## config.mk

```make
export PLATFORM = sky130hd
export DESIGN_NAME = i2c_master_bit_engine_core
export DESIGN_NICKNAME = d
export VERILOG_FILES = /design/src/design/i2cbe_pkg.sv /design/src/design/i2cbe_csr.sv /design/src/design/i2cbe_engine.sv /design/src/design/i2c_master_bit_engine_core.sv
export SDC_FILE = /design/constraint.sdc
export NUM_CORES = 1
export LEC_CHECK = 0
export BUFFER_PORTS_ARGS = -buffer_cell sky130_fd_sc_hd__buf_2
export CORE_UTILIZATION = 60
export CTS_BUF_LIST = sky130_fd_sc_hd__clkbuf_16
export DETAILED_ROUTE_END_ITERATION = 7
export PLACE_DENSITY = 0.88
export SYNTH_ARGS = -nofsm -noshare
export SYNTH_HDL_FRONTEND = slang
export SYNTH_SLANG_ARGS = --single-unit
```

## constraint.sdc

```tcl
create_clock -name clock -period 4.6 [get_ports clock]
set_input_delay 0 -clock clock [delete_from_list [all_inputs] [get_ports clock]]
set_output_delay 0 -clock clock [all_outputs]
set_load 0.005 [all_outputs]
```

## src/design/i2cbe_pkg.sv

```systemverilog
package i2cbe_pkg;

   localparam int TICKS_W = 10;
   localparam int LIMIT_W = 16;
   localparam int DELAY_W = 12;
   localparam int CSR_DATA_W = 16;

   localparam logic [TICKS_W-1:0] TICKS_RESET = 10'd50;
   localparam logic [LIMIT_W-1:0] LIMIT_RESET = 16'd250;

   // configuration register indexes
   localparam logic CSR_TICKS_PER_US = 1'b0;
   localparam logic CSR_ACK_RETRY_LIMIT = 1'b1;

   // request commands
   localparam logic [2:0] CMD_NONE = 3'd0;
   localparam logic [2:0] CMD_START = 3'd1;
   localparam logic [2:0] CMD_STOP = 3'd2;
   localparam logic [2:0] CMD_SEND_BYTE = 3'd3;
   localparam logic [2:0] CMD_SEND_ACK = 3'd4;
   localparam logic [2:0] CMD_SEND_NACK = 3'd5;

   typedef struct packed {
      logic scl_level;
      logic sda_level;
      logic sda_drive_enable;
      logic busy_res;
      logic done_res;
      logic ack_received;
      logic ack_timeout;
   } res_type;

endpackage

```

## src/design/i2cbe_csr.sv

```systemverilog
module i2cbe_csr
   import i2cbe_pkg::*;
(
   input  logic                  clock,
   input  logic                  reset,
   input  logic                  csr_write,
   input  logic                  csr_index,
   input  logic [CSR_DATA_W-1:0] csr_data,
   output logic [TICKS_W-1:0]    ticks_per_us,
   output logic [LIMIT_W-1:0]    ack_retry_limit
);

   logic [TICKS_W-1:0] ticks_ff, ticks_in;
   logic [LIMIT_W-1:0] limit_ff, limit_in;

   always_comb begin
      ticks_in = ticks_ff;
      limit_in = limit_ff;
      if (csr_write) begin
         unique case (csr_index)
            CSR_TICKS_PER_US:    ticks_in = csr_data[TICKS_W-1:0];
            CSR_ACK_RETRY_LIMIT: limit_in = csr_data[LIMIT_W-1:0];
            default:             ;
         endcase
      end
   end

   always_ff @(posedge clock) begin
      if (reset) begin
         ticks_ff <= TICKS_RESET;
         limit_ff <= LIMIT_RESET;
      end else begin
         ticks_ff <= ticks_in;
         limit_ff <= limit_in;
      end
   end

   assign ticks_per_us = ticks_ff;
   assign ack_retry_limit = limit_ff;

endmodule

```

## src/design/i2cbe_engine.sv

```systemverilog
module i2cbe_engine
   import i2cbe_pkg::*;
(
   input  logic               clock,
   input  logic               reset,
   input  logic               step,
   input  logic [2:0]         req_type,
   input  logic [7:0]         tx_byte,
   input  logic               sda_in,
   input  logic [TICKS_W-1:0] ticks_per_us,
   input  logic [LIMIT_W-1:0] ack_retry_limit,
   output res_type            res
);

   localparam logic [3:0] PH_IDLE    = 4'd0;
   localparam logic [3:0] PH_ST_A    = 4'd1;
   localparam logic [3:0] PH_ST_B    = 4'd2;
   localparam logic [3:0] PH_SP_A    = 4'd3;
   localparam logic [3:0] PH_SP_B    = 4'd4;
   localparam logic [3:0] PH_AK_A    = 4'd5;
   localparam logic [3:0] PH_AK_B    = 4'd6;
   localparam logic [3:0] PH_BT_LOW  = 4'd7;
   localparam logic [3:0] PH_BT_HIGH = 4'd8;
   localparam logic [3:0] PH_BT_TAIL = 4'd9;
   localparam logic [3:0] PH_WT_REL  = 4'd10;
   localparam logic [3:0] PH_WT_CLK  = 4'd11;
   localparam logic [3:0] PH_WT_POLL = 4'd12;
   localparam logic [3:0] PH_TO_A    = 4'd13;
   localparam logic [3:0] PH_TO_B    = 4'd14;

   logic [3:0]         phase_ff, phase_in;
   logic [3:0]         bit_index_ff, bit_index_in;
   logic [7:0]         shift_ff, shift_in;
   logic [DELAY_W-1:0] delay_ff, delay_in;
   logic [LIMIT_W-1:0] retry_ff, retry_in;
   logic               scl_ff, scl_in;
   logic               sda_ff, sda_in_next;
   logic               oe_ff, oe_in;

   logic [TICKS_W-1:0] ticks;
   logic [DELAY_W-1:0] dly_1us, dly_2us, dly_4us;
   logic [DELAY_W-1:0] dly_dec;
   logic [LIMIT_W:0]   retry_next;
   logic [3:0]         bit_next;
   logic               done, ack, tmo;

   // a zero rate counts as one tick per microsecond
   assign ticks = (ticks_per_us == '0) ? TICKS_W'(1) : ticks_per_us;
   assign dly_1us = DELAY_W'(ticks);
   assign dly_2us = DELAY_W'({ticks, 1'b0});
   assign dly_4us = DELAY_W'({ticks, 2'b00});
   assign dly_dec = delay_ff - DELAY_W'(1);
   assign retry_next = {1'b0, retry_ff} + (LIMIT_W+1)'(1);
   assign bit_next = bit_index_ff + 4'd1;

   always_comb begin
      phase_in = phase_ff;
      bit_index_in = bit_index_ff;
      shift_in = shift_ff;
      delay_in = delay_ff;
      retry_in = retry_ff;
      scl_in = scl_ff;
      sda_in_next = sda_ff;
      oe_in = oe_ff;
      done = 1'b0;
      ack = 1'b0;
      tmo = 1'b0;

      if (phase_ff == PH_IDLE) begin
         case (req_type) inside
            CMD_START: begin
               phase_in = PH_ST_A; scl_in = 1'b1; sda_in_next = 1'b1; oe_in = 1'b1;
               delay_in = dly_4us;
            end
            CMD_STOP: begin
               phase_in = PH_SP_A; scl_in = 1'b0; sda_in_next = 1'b0; oe_in = 1'b1;
               delay_in = dly_4us;
            end
            CMD_SEND_BYTE: begin
               shift_in = tx_byte;
               bit_index_in = 4'd0;
               retry_in = '0;
               phase_in = PH_BT_LOW; scl_in = 1'b0; sda_in_next = tx_byte[7];
               oe_in = 1'b1; delay_in = dly_2us;
            end
            CMD_SEND_ACK, CMD_SEND_NACK: begin
               phase_in = PH_AK_A; scl_in = 1'b0; oe_in = 1'b1;
               sda_in_next = (req_type == CMD_SEND_NACK);
               delay_in = dly_2us;
            end
            default: ;
         endcase
      end else if (phase_ff == PH_WT_POLL) begin
         if (!sda_in) begin
            scl_in = 1'b0;
            phase_in = PH_IDLE;
            done = 1'b1;
            ack = 1'b1;
         end else if (retry_next > {1'b0, ack_retry_limit}) begin
            // give up: release the bus with a stop
            phase_in = PH_TO_A; scl_in = 1'b0; sda_in_next = 1'b0; oe_in = 1'b1;
            delay_in = dly_4us;
         end else begin
            retry_in = retry_next[LIMIT_W-1:0];
         end
      end else begin
         delay_in = dly_dec;
         if (dly_dec == '0) begin
            unique case (phase_ff)
               PH_ST_A: begin
                  phase_in = PH_ST_B; scl_in = 1'b1; sda_in_next = 1'b0; oe_in = 1'b1;
                  delay_in = dly_4us;
               end
               PH_ST_B: begin
                  scl_in = 1'b0; phase_in = PH_IDLE; done = 1'b1;
               end
               PH_SP_A: begin
                  phase_in = PH_SP_B; scl_in = 1'b1; sda_in_next = 1'b1; oe_in = 1'b1;
                  delay_in = dly_4us;
               end
               PH_SP_B: begin
                  phase_in = PH_IDLE; done = 1'b1;
               end
               PH_AK_A: begin
                  phase_in = PH_AK_B; scl_in = 1'b1; oe_in = 1'b1; delay_in = dly_2us;
               end
               PH_AK_B: begin
                  scl_in = 1'b0; phase_in = PH_IDLE; done = 1'b1;
               end
               PH_BT_LOW: begin
                  phase_in = PH_BT_HIGH; scl_in = 1'b1; oe_in = 1'b1; delay_in = dly_2us;
               end
               PH_BT_HIGH: begin
                  phase_in = PH_BT_TAIL; scl_in = 1'b0; oe_in = 1'b1; delay_in = dly_2us;
               end
               PH_BT_TAIL: begin
                  shift_in = {shift_ff[6:0], 1'b0};
                  bit_index_in = bit_next;
                  if (bit_next >= 4'd8) begin
                     phase_in = PH_WT_REL; scl_in = 1'b0; sda_in_next = 1'b1; oe_in = 1'b0;
                     delay_in = dly_1us;
                  end else begin
                     phase_in = PH_BT_LOW; scl_in = 1'b0; sda_in_next = shift_ff[6];
                     oe_in = 1'b1; delay_in = dly_2us;
                  end
               end
               PH_WT_REL: begin
                  phase_in = PH_WT_CLK; scl_in = 1'b1; sda_in_next = 1'b1; oe_in = 1'b0;
                  delay_in = dly_1us;
               end
               PH_WT_CLK: begin
                  phase_in = PH_WT_POLL; retry_in = '0;
               end
               PH_TO_A: begin
                  phase_in = PH_TO_B; scl_in = 1'b1; sda_in_next = 1'b1; oe_in = 1'b1;
                  delay_in = dly_4us;
               end
               PH_TO_B: begin
                  phase_in = PH_IDLE; done = 1'b1; tmo = 1'b1;
               end
               default: phase_in = PH_IDLE;
            endcase
         end
      end
   end

   always_ff @(posedge clock) begin
      if (reset) begin
         phase_ff <= PH_IDLE;
         bit_index_ff <= 4'd0;
         shift_ff <= 8'd0;
         delay_ff <= '0;
         retry_ff <= '0;
         scl_ff <= 1'b1;
         sda_ff <= 1'b1;
         oe_ff <= 1'b0;
      end else if (step) begin
         phase_ff <= phase_in;
         bit_index_ff <= bit_index_in;
         shift_ff <= shift_in;
         delay_ff <= delay_in;
         retry_ff <= retry_in;
         scl_ff <= scl_in;
         sda_ff <= sda_in_next;
         oe_ff <= oe_in;
      end
   end

   always_comb begin
      res.scl_level = scl_in;
      res.sda_level = sda_in_next;
      res.sda_drive_enable = oe_in;
      res.busy_res = (phase_in != PH_IDLE);
      res.done_res = done;
      res.ack_received = ack;
      res.ack_timeout = tmo;
   end

endmodule

```

## src/design/i2c_master_bit_engine_core.sv

```systemverilog
// I2C master bit engine: one request is one bus tick, one response per request.
// Path: a request passes through the input register, then the response register;
// the phase sequencer updates as the response register loads.
// Throughput: one request per cycle, limited only by the response handshake.
// Reset (synchronous, active high): sequencer idle, SCL and SDA high, SDA
// released, configuration back to 50 ticks per microsecond and 250 retries.
module i2c_master_bit_engine_core
   import i2cbe_pkg::*;
(
   input  logic                  clock,
   input  logic                  reset,
   input  logic                  req_valid,
   output logic                  req_ready,
   input  logic [2:0]            req_type,
   input  logic [7:0]            req_tx_byte,
   input  logic                  req_sda_in,
   output logic                  rsp_valid,
   input  logic                  rsp_ready,
   output logic                  rsp_scl_level,
   output logic                  rsp_sda_level,
   output logic                  rsp_sda_drive_enable,
   output logic                  rsp_busy_res,
   output logic                  rsp_done_res,
   output logic                  rsp_ack_received,
   output logic                  rsp_ack_timeout,
   input  logic                  csr_valid,
   output logic                  csr_ready,
   input  logic                  csr_index,
   input  logic [CSR_DATA_W-1:0] csr_data
);

   logic               in_valid_ff, in_valid_in;
   logic [2:0]         in_type_ff;
   logic [7:0]         in_byte_ff;
   logic               in_sda_ff;
   logic               rsp_valid_ff, rsp_valid_in;
   res_type            rsp_ff;
   res_type            res;
   logic               advance;
   logic               req_fire;
   logic [TICKS_W-1:0] ticks_per_us;
   logic [LIMIT_W-1:0] ack_retry_limit;

   assign csr_ready = 1'b1;

   i2cbe_csr u_csr (
      .clock           (clock),
      .reset           (reset),
      .csr_write       (csr_valid),
      .csr_index       (csr_index),
      .csr_data        (csr_data),
      .ticks_per_us    (ticks_per_us),
      .ack_retry_limit (ack_retry_limit)
   );

   // advance the held request into the sequencer when the response slot frees
   assign advance = in_valid_ff && (!rsp_valid_ff || rsp_ready);
   assign req_ready = !in_valid_ff || advance;
   assign req_fire = req_valid && req_ready;
   assign in_valid_in = req_fire || (in_valid_ff && !advance);
   assign rsp_valid_in = advance || (rsp_valid_ff && !rsp_ready);

   i2cbe_engine u_engine (
      .clock           (clock),
      .reset           (reset),
      .step            (advance),
      .req_type        (in_type_ff),
      .tx_byte         (in_byte_ff),
      .sda_in          (in_sda_ff),
      .ticks_per_us    (ticks_per_us),
      .ack_retry_limit (ack_retry_limit),
      .res             (res)
   );

   always_ff @(posedge clock) begin
      if (reset) begin
         in_valid_ff <= 1'b0;
         rsp_valid_ff <= 1'b0;
      end else begin
         in_valid_ff <= in_valid_in;
         rsp_valid_ff <= rsp_valid_in;
      end
   end

   always_ff @(posedge clock) begin
      if (req_fire) begin
         in_type_ff <= req_type;
         in_byte_ff <= req_tx_byte;
         in_sda_ff <= req_sda_in;
      end
      if (advance) begin
         rsp_ff <= res;
      end
   end

   assign rsp_valid = rsp_valid_ff;
   assign rsp_scl_level = rsp_ff.scl_level;
   assign rsp_sda_level = rsp_ff.sda_level;
   assign rsp_sda_drive_enable = rsp_ff.sda_drive_enable;
   assign rsp_busy_res = rsp_ff.busy_res;
   assign rsp_done_res = rsp_ff.done_res;
   assign rsp_ack_received = rsp_ff.ack_received;
   assign rsp_ack_timeout = rsp_ff.ack_timeout;

endmodule

```

Word-level counts from Yosys, hierarchy flattened
Cells that the tools add are included.
{ "totals": {"register_bits": 93, "out_inout_bits": 10, "wordCells": 175} }
{ "classes": {"n_addsub": 3, "order_cmp": 2, "eq_ne": 27, "muxes": 83, "n_bitwise": 3, "reduce_logical": 35} }
{ "ops": {"columns": ["op", "count"], "rows": [
  ["two-way mux 16 bit", 9],
  ["two-way mux 12 bit", 9],
  ["two-way mux 4 bit", 17],
  ["two-way mux 7 bit", 7],
  ["case mux 12 bit (4 select lines)", 1],
  ["case mux 4 bit (9 select lines)", 1],
  ["two-way mux 1 bit", 34],
  ["equality test 4 bit, second input constant", 7],
  ["adder 16 x 1 -> 17 bit, second input constant", 1],
  ["> comparator 17 x 16 -> 1 bit", 1],
  ["equality test 4 x 3 -> 1 bit, second input constant", 4],
  ["zero test 12 bit", 1],
  ["OR reduction 3 bit", 4],
  ["OR reduction 6 bit", 2],
  ["subtractor 12 x 1 -> 12 bit, second input constant", 1],
  ["two-way mux 11 bit", 1],
  ["zero test 10 bit", 1],
  ["two-way mux 10 bit", 1],
  ["inequality test 3 x 2 -> 1 bit, second input constant", 3],
  ["equality test 4 x 2 -> 1 bit, second input constant", 2],
  ["AND reduction 8 bit", 1],
  ["OR reduction 4 bit", 2],
  ["AND reduction 7 bit", 1],
  ["equality test 3 x 2 -> 1 bit, second input constant", 2],
  ["21 further kinds", 40]
]} }

Logic depth before layout (Yosys ltp)
Gate-level depths: netlist of the first run.
{ "logic_depth": {"ltp_word": 8, "mapped_depth": 16, "mapped_depth_nobuf": 14} }

Cells and area by module
From an unflattened synthesis of the first run, not the netlist that was laid out.
{ "hier_totals": {"cells_unflattened": 679, "area_unflattened_um2": 5874.4} }
{ "by_module_without_submodules": {"columns": ["mod", "instances", "cells_per_inst", "area_per_inst_um2"], "rows": [
  ["i2cbe_engine", 1, 540, 4101.4],
  ["i2cbe_csr", 1, 108, 1087.3],
  ["i2c_master_bit_engine_core", 1, 31, 685.7]
]} }

Worst setup path before layout of the first run
Ideal clock, no wire load.
{ "synth_path": {"path_kind": "reg-to-reg", "startpoint": "register u_engine.retry_ff[0]", "endpoint": "register u_engine.retry_ff[15]", "t_arrival_ns": 3.987, "slack_ns": 0.525, "stages_incl_launch_ff": 17, "n_path_buf": 2, "cell_sequence": "dfxtp_1 > ha_1 > nand2_1 > or4_1 > clkbuf_1 > nor3_1 > nand3_1 > xnor2_1 > ha_1 > nand3_1 > nor4_1 > a2bb2oi_1 > a211oi_1 > o2bb2ai_2 > or4_1 > clkbuf_1 > o31ai_1"} }
{ "synth_via": {"elab_chain_len": 5, "word_cells_on_any_way": 8} }
{ "synth_lines": {"columns": ["element", "line_no", "source"], "rows": [
  ["start: declaration", "i2cbe_engine.sv:35", "logic [LIMIT_W-1:0] retry_ff, retry_in;"],
  ["start signal: assignment", "i2cbe_engine.sv:182", "retry_ff <= retry_in;"],
  ["adder 16 x 1 -> 17 bit *", "i2cbe_engine.sv:53", "assign retry_next = {1'b0, retry_ff} + (LIMIT_W+1)'(1);"],
  ["parallel branches: the longest is 4 deep, another holds > comparator 17 x 16 -> 1 bit", null, null]
]} }
Mark *: on every way between the ends. The select of a mux whose other input is x is not followed.
A chain may end at the register's enable or synchronous reset.

Worst setup path after layout of the first run
{ "layout_path": {"startpoint": "register u_engine.retry_ff[0]", "endpoint": "register u_engine.retry_ff[7]"} }
Same word-level chain as after synthesis.

==> impl_metrics.sql, run 1 <==
INSERT INTO impl_metrics (metric_group, metric, value, unit) VALUES
('outcome', 'run_status', 'finished clean', ''),
('power_and_ir_drop', 'seq_power_share', '44.5', '%'),
('synth', 'postSynthNetCount', '763', ''),
('sta', 'max-slew-margin-rel', '31.8', '%'),
('place', 'detailed_place_hpwl', '9830', 'um'),
('final_layout', 'final_nets', '809', ''),
('detailed_routing', 'drt_first_pass_iters', '8', ''),
('critical_path', 'critical-path-top-delay-family', 'simple AND/OR/NAND/NOR gates', ''),
('sta', 'hold_viol_final', '0', ''),
('critical_path', 'worst-endpoint-required', '4.80', 'ns'),
('hold_path', 'min_path_type', 'input port to flip-flop', ''),
('place', 'setup_slack_placement', '0.338', 'ns'),
('synth', 'ys_dominant_reg_cell', 'sky130_fd_sc_hd__dfxtp_1', ''),
('synth', 'synth.lib_cells_used.distinct', '71', ''),
('sta', 'tightestPinTransition', '1.02', 'ns'),
('floorplan', 'io_pins', '44', ''),
('synth', 'synth-seq-cells', '93', ''),
('sta', 'setup_tns', '0', 'ns'),
('sta', 'post-route-worst-setup-slack', '0.396', 'ns'),
('floorplan', 'floorplan_row_count', '34', ''),
('detailed_routing', 'routedWlPerCell', '18.3', 'um'),
('clock_tree', 'cts-htree-levels', '3', ''),
('synth', 'synth.yosys.warnings', '0', ''),
('sta', 'grt_setup_unrepaired', 'false', ''),
('floorplan', 'die_width', '98.5', 'um'),
('clock_tree', 'post_cts_buffers', '0', ''),
('place', 'global_placer_s_final_weighted_congestion', '0.980', ''),
('power_and_ir_drop', 'power.leakage', '0.00244', 'uW'),
('detailed_routing', 'drtIter0Drc', '522', ''),
('synth', 'synthesis.instances', '709', ''),
('sta', 'timing.final.crit_share', '91.4', '%'),
('sta', 'timing.final.crit_period', '4.20', 'ns'),
('hold_path', 'min_delay_path_depth', '4', ''),
('clock_tree', 'clock_tree.root_cell', 'sky130_fd_sc_hd__clkbuf_16', ''),
('floorplan', 'coreArea', '8850', 'sq um'),
('synth', 'synth.cell_area', '5590', 'sq um'),
('power_and_ir_drop', 'power.ir.vdd_worst', '0.213', 'mV'),
('job', 'maxCapViolCount', '0', ''),
('synth', 'synth_top_area_share', '26.5', '%'),
('critical_path', 'reg2regPathDepth', '16', ''),
('detailed_routing', 'drt_wl_total', '15900', 'um'),
('clock_tree', 'insertion_delay', '0.35', 'ns'),
('floorplan', 'die_y', '98.5', 'um'),
('synth', 'async_flop_share', '0', '%'),
('synth', 'leading_cell_type_by_number_of_instances_after_synthesis', 'sky130_fd_sc_hd__nand2_1', ''),
('detailed_routing', 'drc', '0', ''),
('critical_path', 'critical_path.max_fanout', '24', ''),
('power_and_ir_drop', 'p_total', '2060', 'uW'),
('power_and_ir_drop', 'power_switching', '642', 'uW'),
('critical_path', 'crit_path_cell_trace', 'ha_1 -> nand2_1 -> or4_1 -> nor3_1 -> buf_4 -> nand3_1 -> xnor2_1 -> ha_1 -> nand3_1 -> nor4_1 -> a2bb2oi_1 -> a211oi_2 -> o2bb2ai_2 -> buf_4 -> o311ai_0 -> o21ai_0', ''),
('power_and_ir_drop', 'power.clock.fraction', '36.0', '%'),
('sta', 'fmax', '238', 'MHz'),
('critical_path', 'crit_arrival', '4.41', 'ns'),
('critical_path', 'worstSetupEndpointType', 'flip-flop', ''),
('floorplan', 'starting_density_of_the_core', '63.1', '%'),
('critical_path', 'critPathLaunchType', 'flip-flop', ''),
('power_and_ir_drop', 'power.share.switching', '31.1', '%'),
('synth', 'synth_top_cells_by_count', '120 x sky130_fd_sc_hd__nand2_1, 74 x sky130_fd_sc_hd__dfxtp_1, 61 x sky130_fd_sc_hd__a21oi_1', ''),
('final_layout', 'layout_cell_share_with_drive_strength_beyond_1', '11.1', '%'),
('sta', 'maxSlewViolCount', '0', ''),
('synth', 'avgSynthCellArea', '7.88', 'sq um'),
('clock_tree', 'cts.sinks', '93', ''),
('final_layout', 'finish.utilization', '72.8', '%'),
('synth', 'yosys.area.top_type', 'sky130_fd_sc_hd__dfxtp_1', ''),
('critical_path', 'maximum_single_stage_delay_on_the_critical_path', '0.54', 'ns'),
('detailed_routing', 'ant_nets', '0', ''),
('global_route', 'first_pass_grt_wire_length', '26300', 'um'),
('global_route', 'global_route.overflow_total', '0', ''),
('global_route', 'grt_antenna_before_repair', '1', ''),
('global_route', 'first_global_vias', '5528', ''),
('critical_path', 'crit_cells', '16', '');
-- logic make-up after synthesis --
group / after synthesis / synth area share [%]
and+or+nand+nor: 289 / 24.8
AOI/OAI and AO/OA: 191 / 22.7
DFF: 93 / 36.7
buffers and inverters: 79 / 5.44
xor gates and xnor gates: 32 / 5.02
adders and majority gates: 20 / 4.48
muxes: 4 / 0.739
other: 1 / 0.0671
-- stage by stage --
step	cells	cell area (sq um)
2_1_floorplan	709	5590
3_3_place_gp	822	5840
3_5_place_dp	822	5840
4_1_cts	868	6430
5_1_grt	869	6440
6_report	869	6440
-- worst reg2reg max path: stages (launching register included) --
cell and delay (ns):
sky130_fd_sc_hd__dfxtp_1 0.44, sky130_fd_sc_hd__ha_1 0.29, sky130_fd_sc_hd__nand2_1 0.10, sky130_fd_sc_hd__or4_1 0.54
sky130_fd_sc_hd__nor3_1 0.19, sky130_fd_sc_hd__buf_4 0.16, sky130_fd_sc_hd__nand3_1 0.10, sky130_fd_sc_hd__xnor2_1 0.17
sky130_fd_sc_hd__ha_1 0.30, sky130_fd_sc_hd__nand3_1 0.15, sky130_fd_sc_hd__nor4_1 0.27, sky130_fd_sc_hd__a2bb2oi_1 0.11
sky130_fd_sc_hd__a211oi_2 0.36, sky130_fd_sc_hd__o2bb2ai_2 0.14, sky130_fd_sc_hd__buf_4 0.23, sky130_fd_sc_hd__o311ai_0 0.35
sky130_fd_sc_hd__o21ai_0 0.17
-- area by class of cell --
cell class	instances	area, sq um
tap	108	135
multi-input combinational	537	3240
timing repair buffer	84	601
inverter	30	113
sequential	93	2050
clock inverter	7	71.3
fill	649	2410
clock buffer	9	225
antenna	1	2.50
-- cell usage in the layout, fill, tap and decap left out, drive strengths merged, types with 4 or more instances in the layout --
| master | Yosys | layout |
|---|---|---|
| a21oi | 61 | 61 |
| xor2 | 12 | 12 |
| nor4 | 10 | 10 |
| nand4 | 8 | 8 |
| xnor2 | 20 | 20 |
| edfxtp | 19 | 19 |
| inv | 30 | 32 |
| clkbuf | 41 | 9 |
| ha | 20 | 20 |
| o211ai | 9 | 9 |
| nand2b | 10 | 10 |
| o311ai | 6 | 6 |
| or3 | 10 | 10 |
| or4 | 6 | 6 |
| a22oi | 9 | 9 |
| dlygate4sd3 | 0 | 30 |
| a31oi | 8 | 8 |
| o21ai | 30 | 30 |
| o31ai | 6 | 6 |
| nand2 | 120 | 120 |
| nor2 | 47 | 47 |
| buf | 8 | 54 |
| a211oi | 14 | 14 |
| nand3 | 30 | 30 |
| a41oi | 4 | 4 |
| nor3 | 20 | 20 |
| a221oi | 12 | 12 |
| nor2b | 9 | 9 |
| dfxtp | 74 | 74 |
-- power by group through the flow --
stage	sequential [uW]	clock [uW]	combinational, uW
after floorplan	913	0	290
after global placement	932	0	352
after detailed placement	935	0	362
after CTS	916	738	388
after global routing	923	776	438
final	918	742	401
-- state kept, by name, indices dropped and copies added (netlist names) --
| name | count |
|---|---|
| u_engine.delay_ff | 12 |
| in_byte_ff | 8 |
| rsp_scl_level | 1 |
| u_engine.bit_index_ff | 4 |
| rsp_busy_res | 1 |
| u_csr.ticks_per_us | 10 |
| in_valid_ff | 1 |
| u_csr.ack_retry_limit | 16 |
| rsp_valid | 1 |
| u_engine.retry_ff | 16 |
| u_engine.sda_ff | 1 |
| u_engine.phase_ff | 4 |
| u_engine.shift_ff | 7 |
| rsp_ack_received | 1 |
| u_engine.scl_ff | 1 |
| in_type_ff | 3 |
| rsp_ack_timeout | 1 |
| rsp_sda_level | 1 |
| u_engine.oe_ff | 1 |
| in_sda_ff | 1 |
| rsp_done_res | 1 |
| rsp_sda_drive_enable | 1 |
-- what timing repair did --
| action | CTS | global route |
|---|---|---|
| resized for setup | 0 | 1 |
| hold buffers | 30 | 0 |
| setup endpoints to repair | 0 | 13 |
| hold endpoints to repair | 40 | 0 |
-- routing by layer --
metal  track usage, %  vias up  share of wire (%)
met3             5.74       76                7.3
met5                0        -                  0
met4             18.7        0                4.6
met1             41.2     2652                 41
met2             56.6      334                 47
li1                 -     2662                  -
-- final timing paths --
check	endpoint	startpoint	slack, ns
setup / recovery	u_engine.retry_ff[7]$_SDFFE_PP0P_	u_engine.retry_ff[0]$_SDFFE_PP0P_	0.40
setup reg to reg	u_engine.retry_ff[7]$_SDFFE_PP0P_	u_engine.retry_ff[0]$_SDFFE_PP0P_	0.40
hold / removal	u_csr.ticks_per_us[7]$_SDFFE_PP0P_	csr_index	0.11
hold reg to reg	u_csr.ack_retry_limit[13]$_SDFFE_PP0P_	u_csr.ack_retry_limit[13]$_SDFFE_PP0P_	0.46
(Power assumes the default switching activity.)
==> run 2: changes to the inputs <==
Settings changed: CTS_BUF_LIST sky130_fd_sc_hd__clkbuf_16 to sky130_fd_sc_hd__clkbuf_8.
==> impl_metrics.sql, run 2 (same netlist as run 1, synthesis figures left out) <==
INSERT INTO impl_metrics (metric_group, metric, value, unit) VALUES
('power_and_ir_drop', 'power.ir.vdd_worst', '0.179', 'mV'),
('clock_tree', 'cts-htree-levels', '3', ''),
('critical_path', 'critical-path-slowest-cell', 'sky130_fd_sc_hd__or4_1', ''),
('detailed_routing', 'drt_first_pass_iters', '7', ''),
('clock_tree', 'insertion_delay', '0.38', 'ns'),
('job', 'maxCapViolCount', '0', ''),
('final_layout', 'count_of_placed_standard_cells_in_the_final_layout_fillers_left_out', '869', ''),
('critical_path', 'crit_arrival', '4.48', 'ns'),
('clock_tree', 'post_cts_buffers', '0', ''),
('floorplan', 'die_y', '98.5', 'um'),
('critical_path', 'timing.rr.start', 'u_engine.retry_ff[0]$_SDFFE_PP0P_', ''),
('global_route', 'first_global_vias', '5470', ''),
('clock_tree', 'clockBufferDepth', '2', ''),
('critical_path', 'crit_path_cell_trace', 'ha_1 -> nand2_1 -> or4_1 -> nor3_1 -> buf_4 -> nand3_1 -> xnor2_1 -> ha_1 -> nand3_1 -> nor4_2 -> a2bb2oi_1 -> a211oi_2 -> o2bb2ai_2 -> or4_1 -> o31ai_1', ''),
('critical_path', 'regToRegSetupSlack', '0.41', 'ns'),
('detailed_routing', 'routedWlPerCell', '17.7', 'um'),
('sta', 'setup-violations-final', '0', ''),
('detailed_routing', 'num_vias', '5577', ''),
('sta', 'post-route-worst-setup-slack', '0.406', 'ns'),
('critical_path', 'reg2regPathDepth', '15', ''),
('hold_path', 'min_delay_path_depth', '4', ''),
('hold_path', 'timing.hold.worst_endpoint', 'u_csr.ticks_per_us[0]$_SDFFE_PP0P_', ''),
('floorplan', 'floorplan_row_count', '34', ''),
('sta', 'hold_viol_final', '0', ''),
('final_layout', 'layout-area-overhead-vs-synth', '13.7', '%'),
('sta', 'timing.clock.skew', '0.0152', 'ns'),
('place', 'detailed_place_hpwl', '9830', 'um'),
('final_layout', 'most_common_cell_after_layout_fill_and_taps_aside', 'sky130_fd_sc_hd__nand2_1', ''),
('clock_tree', 'cts_made_buffers', '9', ''),
('final_layout', 'layout_common_cells', '120 x sky130_fd_sc_hd__nand2_1, 74 x sky130_fd_sc_hd__dfxtp_1, 61 x sky130_fd_sc_hd__a21oi_1', ''),
('critical_path', 'critPathLaunchType', 'flip-flop', ''),
('floorplan', 'io_pins', '44', ''),
('floorplan', 'starting_density_of_the_core', '63.1', '%'),
('sta', 'timing.final.crit_period', '4.19', 'ns'),
('detailed_routing', 'drt_wl_total', '15300', 'um'),
('critical_path', 'worstSetupEndpointType', 'flip-flop', ''),
('critical_path', 'rr_endpoint', 'u_engine.retry_ff[13]$_SDFFE_PP0P_', ''),
('hold_path', 'min-delay-start', 'csr_index', ''),
('global_route', 'first_pass_grt_wire_length', '25600', 'um'),
('hold_path', 'min_path_type', 'input port to flip-flop', ''),
('place', 'global_placer_s_final_weighted_congestion', '0.980', ''),
('clock_tree', 'clock_tree_from_tritoncts', 'done', ''),
('clock_tree', 'cts.sinks', '93', ''),
('sta', 'timing.final.crit_share', '91.2', '%'),
('sta', 'tightestPinTransition', '1.03', 'ns'),
('critical_path', 'critical_path_startpoint', 'u_engine.retry_ff[0]$_SDFFE_PP0P_', ''),
('sta', 'max-slew-margin-rel', '31.3', '%'),
('final_layout', 'layout_cell_share_with_drive_strength_beyond_1', '11.2', '%'),
('clock_tree', 'clock_tree.root_cell', 'sky130_fd_sc_hd__clkbuf_8', ''),
('clock_tree', 'clk_pin_slew_worst_paths', '0.11', 'ns'),
('outcome', 'run_status', 'finished clean', ''),
('final_layout', 'insertedDiodeCount', '0', ''),
('sta', 'fmax', '238', 'MHz'),
('floorplan', 'die_area', '9700', 'sq um'),
('global_route', 'globalRouteTotalUtil', '32.8', '%'),
('detailed_routing', 'ant_nets', '0', ''),
('power_and_ir_drop', 'power.leakage', '0.00240', 'uW'),
('sta', 'maxSlewViolCount', '0', ''),
('critical_path', 'worst-setup-path-type', 'flip-flop to flip-flop', ''),
('power_and_ir_drop', 'cellPowerDensity', '293', 'nW/um^2'),
('detailed_routing', 'drtIter0Drc', '444', ''),
('place', 'place_inst', '822', ''),
('global_route', 'grt_antenna_before_repair', '0', ''),
('final_layout', 'final_nets', '810', ''),
('global_route', 'global_route.overflow_total', '0', ''),
('critical_path', 'critical_path.max_fanout', '6', ''),
('global_route', 'grt_start_max_net_pins', '55', ''),
('critical_path', 'worst-endpoint-required', '4.88', 'ns'),
('detailed_routing', 'drc', '0', ''),
('place', 'io_buffer_count', '42', ''),
('place', 'setup_slack_placement', '0.338', 'ns'),
('floorplan', 'die_width', '98.5', 'um'),
('critical_path', 'maximum_single_stage_delay_on_the_critical_path', '0.56', 'ns'),
('detailed_routing', 'viasPerCell', '6.42', ''),
('floorplan', 'coreArea', '8850', 'sq um');
==> run 2: critical path, delay by kind of cell (launching register included) <==
family	cells	cell delay (ns)
and+or+nand+nor	7	2.00
AOI/OAI and AO/OA	4	0.79
adders and majority gates	2	0.58
xor gates and xnor gates	1	0.16
buffers and inverters	1	0.16
DFF	1	0.44
==> run 2: per-stage QoR <==
stage,power (uW),util [%],setup TNS (ns),hold WS [ns],instance area [sq um]
2_1_floorplan,1200,-,0,0.0989,5590
6_report,1860,71.8,0,0.0723,6350
4_1_cts,1850,71.7,0,0.0436,6340
3_5_place_dp,1300,66.0,0,0.178,5840
5_1_grt,1950,71.8,-0.0107,0.108,6350
3_3_place_gp,1280,66.0,0,0.177,5840
==> run 2: layout make-up <==
cell class                      instances  area, sq um
Tap cell                              108          135
Clock buffer                            9          124
Clock inverter                          7         71.3
Sequential cell                        93         2050
Fill cell                             670         2490
Timing Repair Buffer                   85          611
Inverter                               30          113
Multi-Input combinational cell        537         3250
==> run 2: what timing repair did <==
item / 4_1_cts / 5_1_grt
resized for setup: 0 / 2
hold buffers: 31 / 0
setup endpoints to repair: 0 / 27
hold endpoints to repair: 40 / 0
==> run 2: worst max path at each step <==
stage / to / cells past startpoint
after detailed placement: u_engine.retry_ff[13]$_SDFFE_PP0P_ / 15
after CTS: u_engine.retry_ff[13]$_SDFFE_PP0P_ / 15
final: u_engine.retry_ff[13]$_SDFFE_PP0P_ / 15
after global placement: rsp_sda_drive_enable$_DFFE_PP_ / 16
after floorplan: u_engine.retry_ff[15]$_SDFFE_PP0P_ / 16
after global routing: u_engine.retry_ff[13]$_SDFFE_PP0P_ / 15
==> run 2: report_power, final <==
| group | total [uW] | internal (uW) | switching [uW] |
|---|---|---|---|
| logic | 398 | 168 | 230 |
| clock network | 547 | 210 | 337 |
| registers | 918 | 872 | 45.9 |
| total | 1860 | 1250 | 613 |
==> run 2: routing by layer <==
metal  wire length [um]  track usage (%)  vias to the layer above
met2               7290             55.7                      305
met3               1100             5.89                       71
met5                  0                0                        -
met1               6230             39.6                     2540
met4                722             18.0                        0
li1                   -                -                     2661
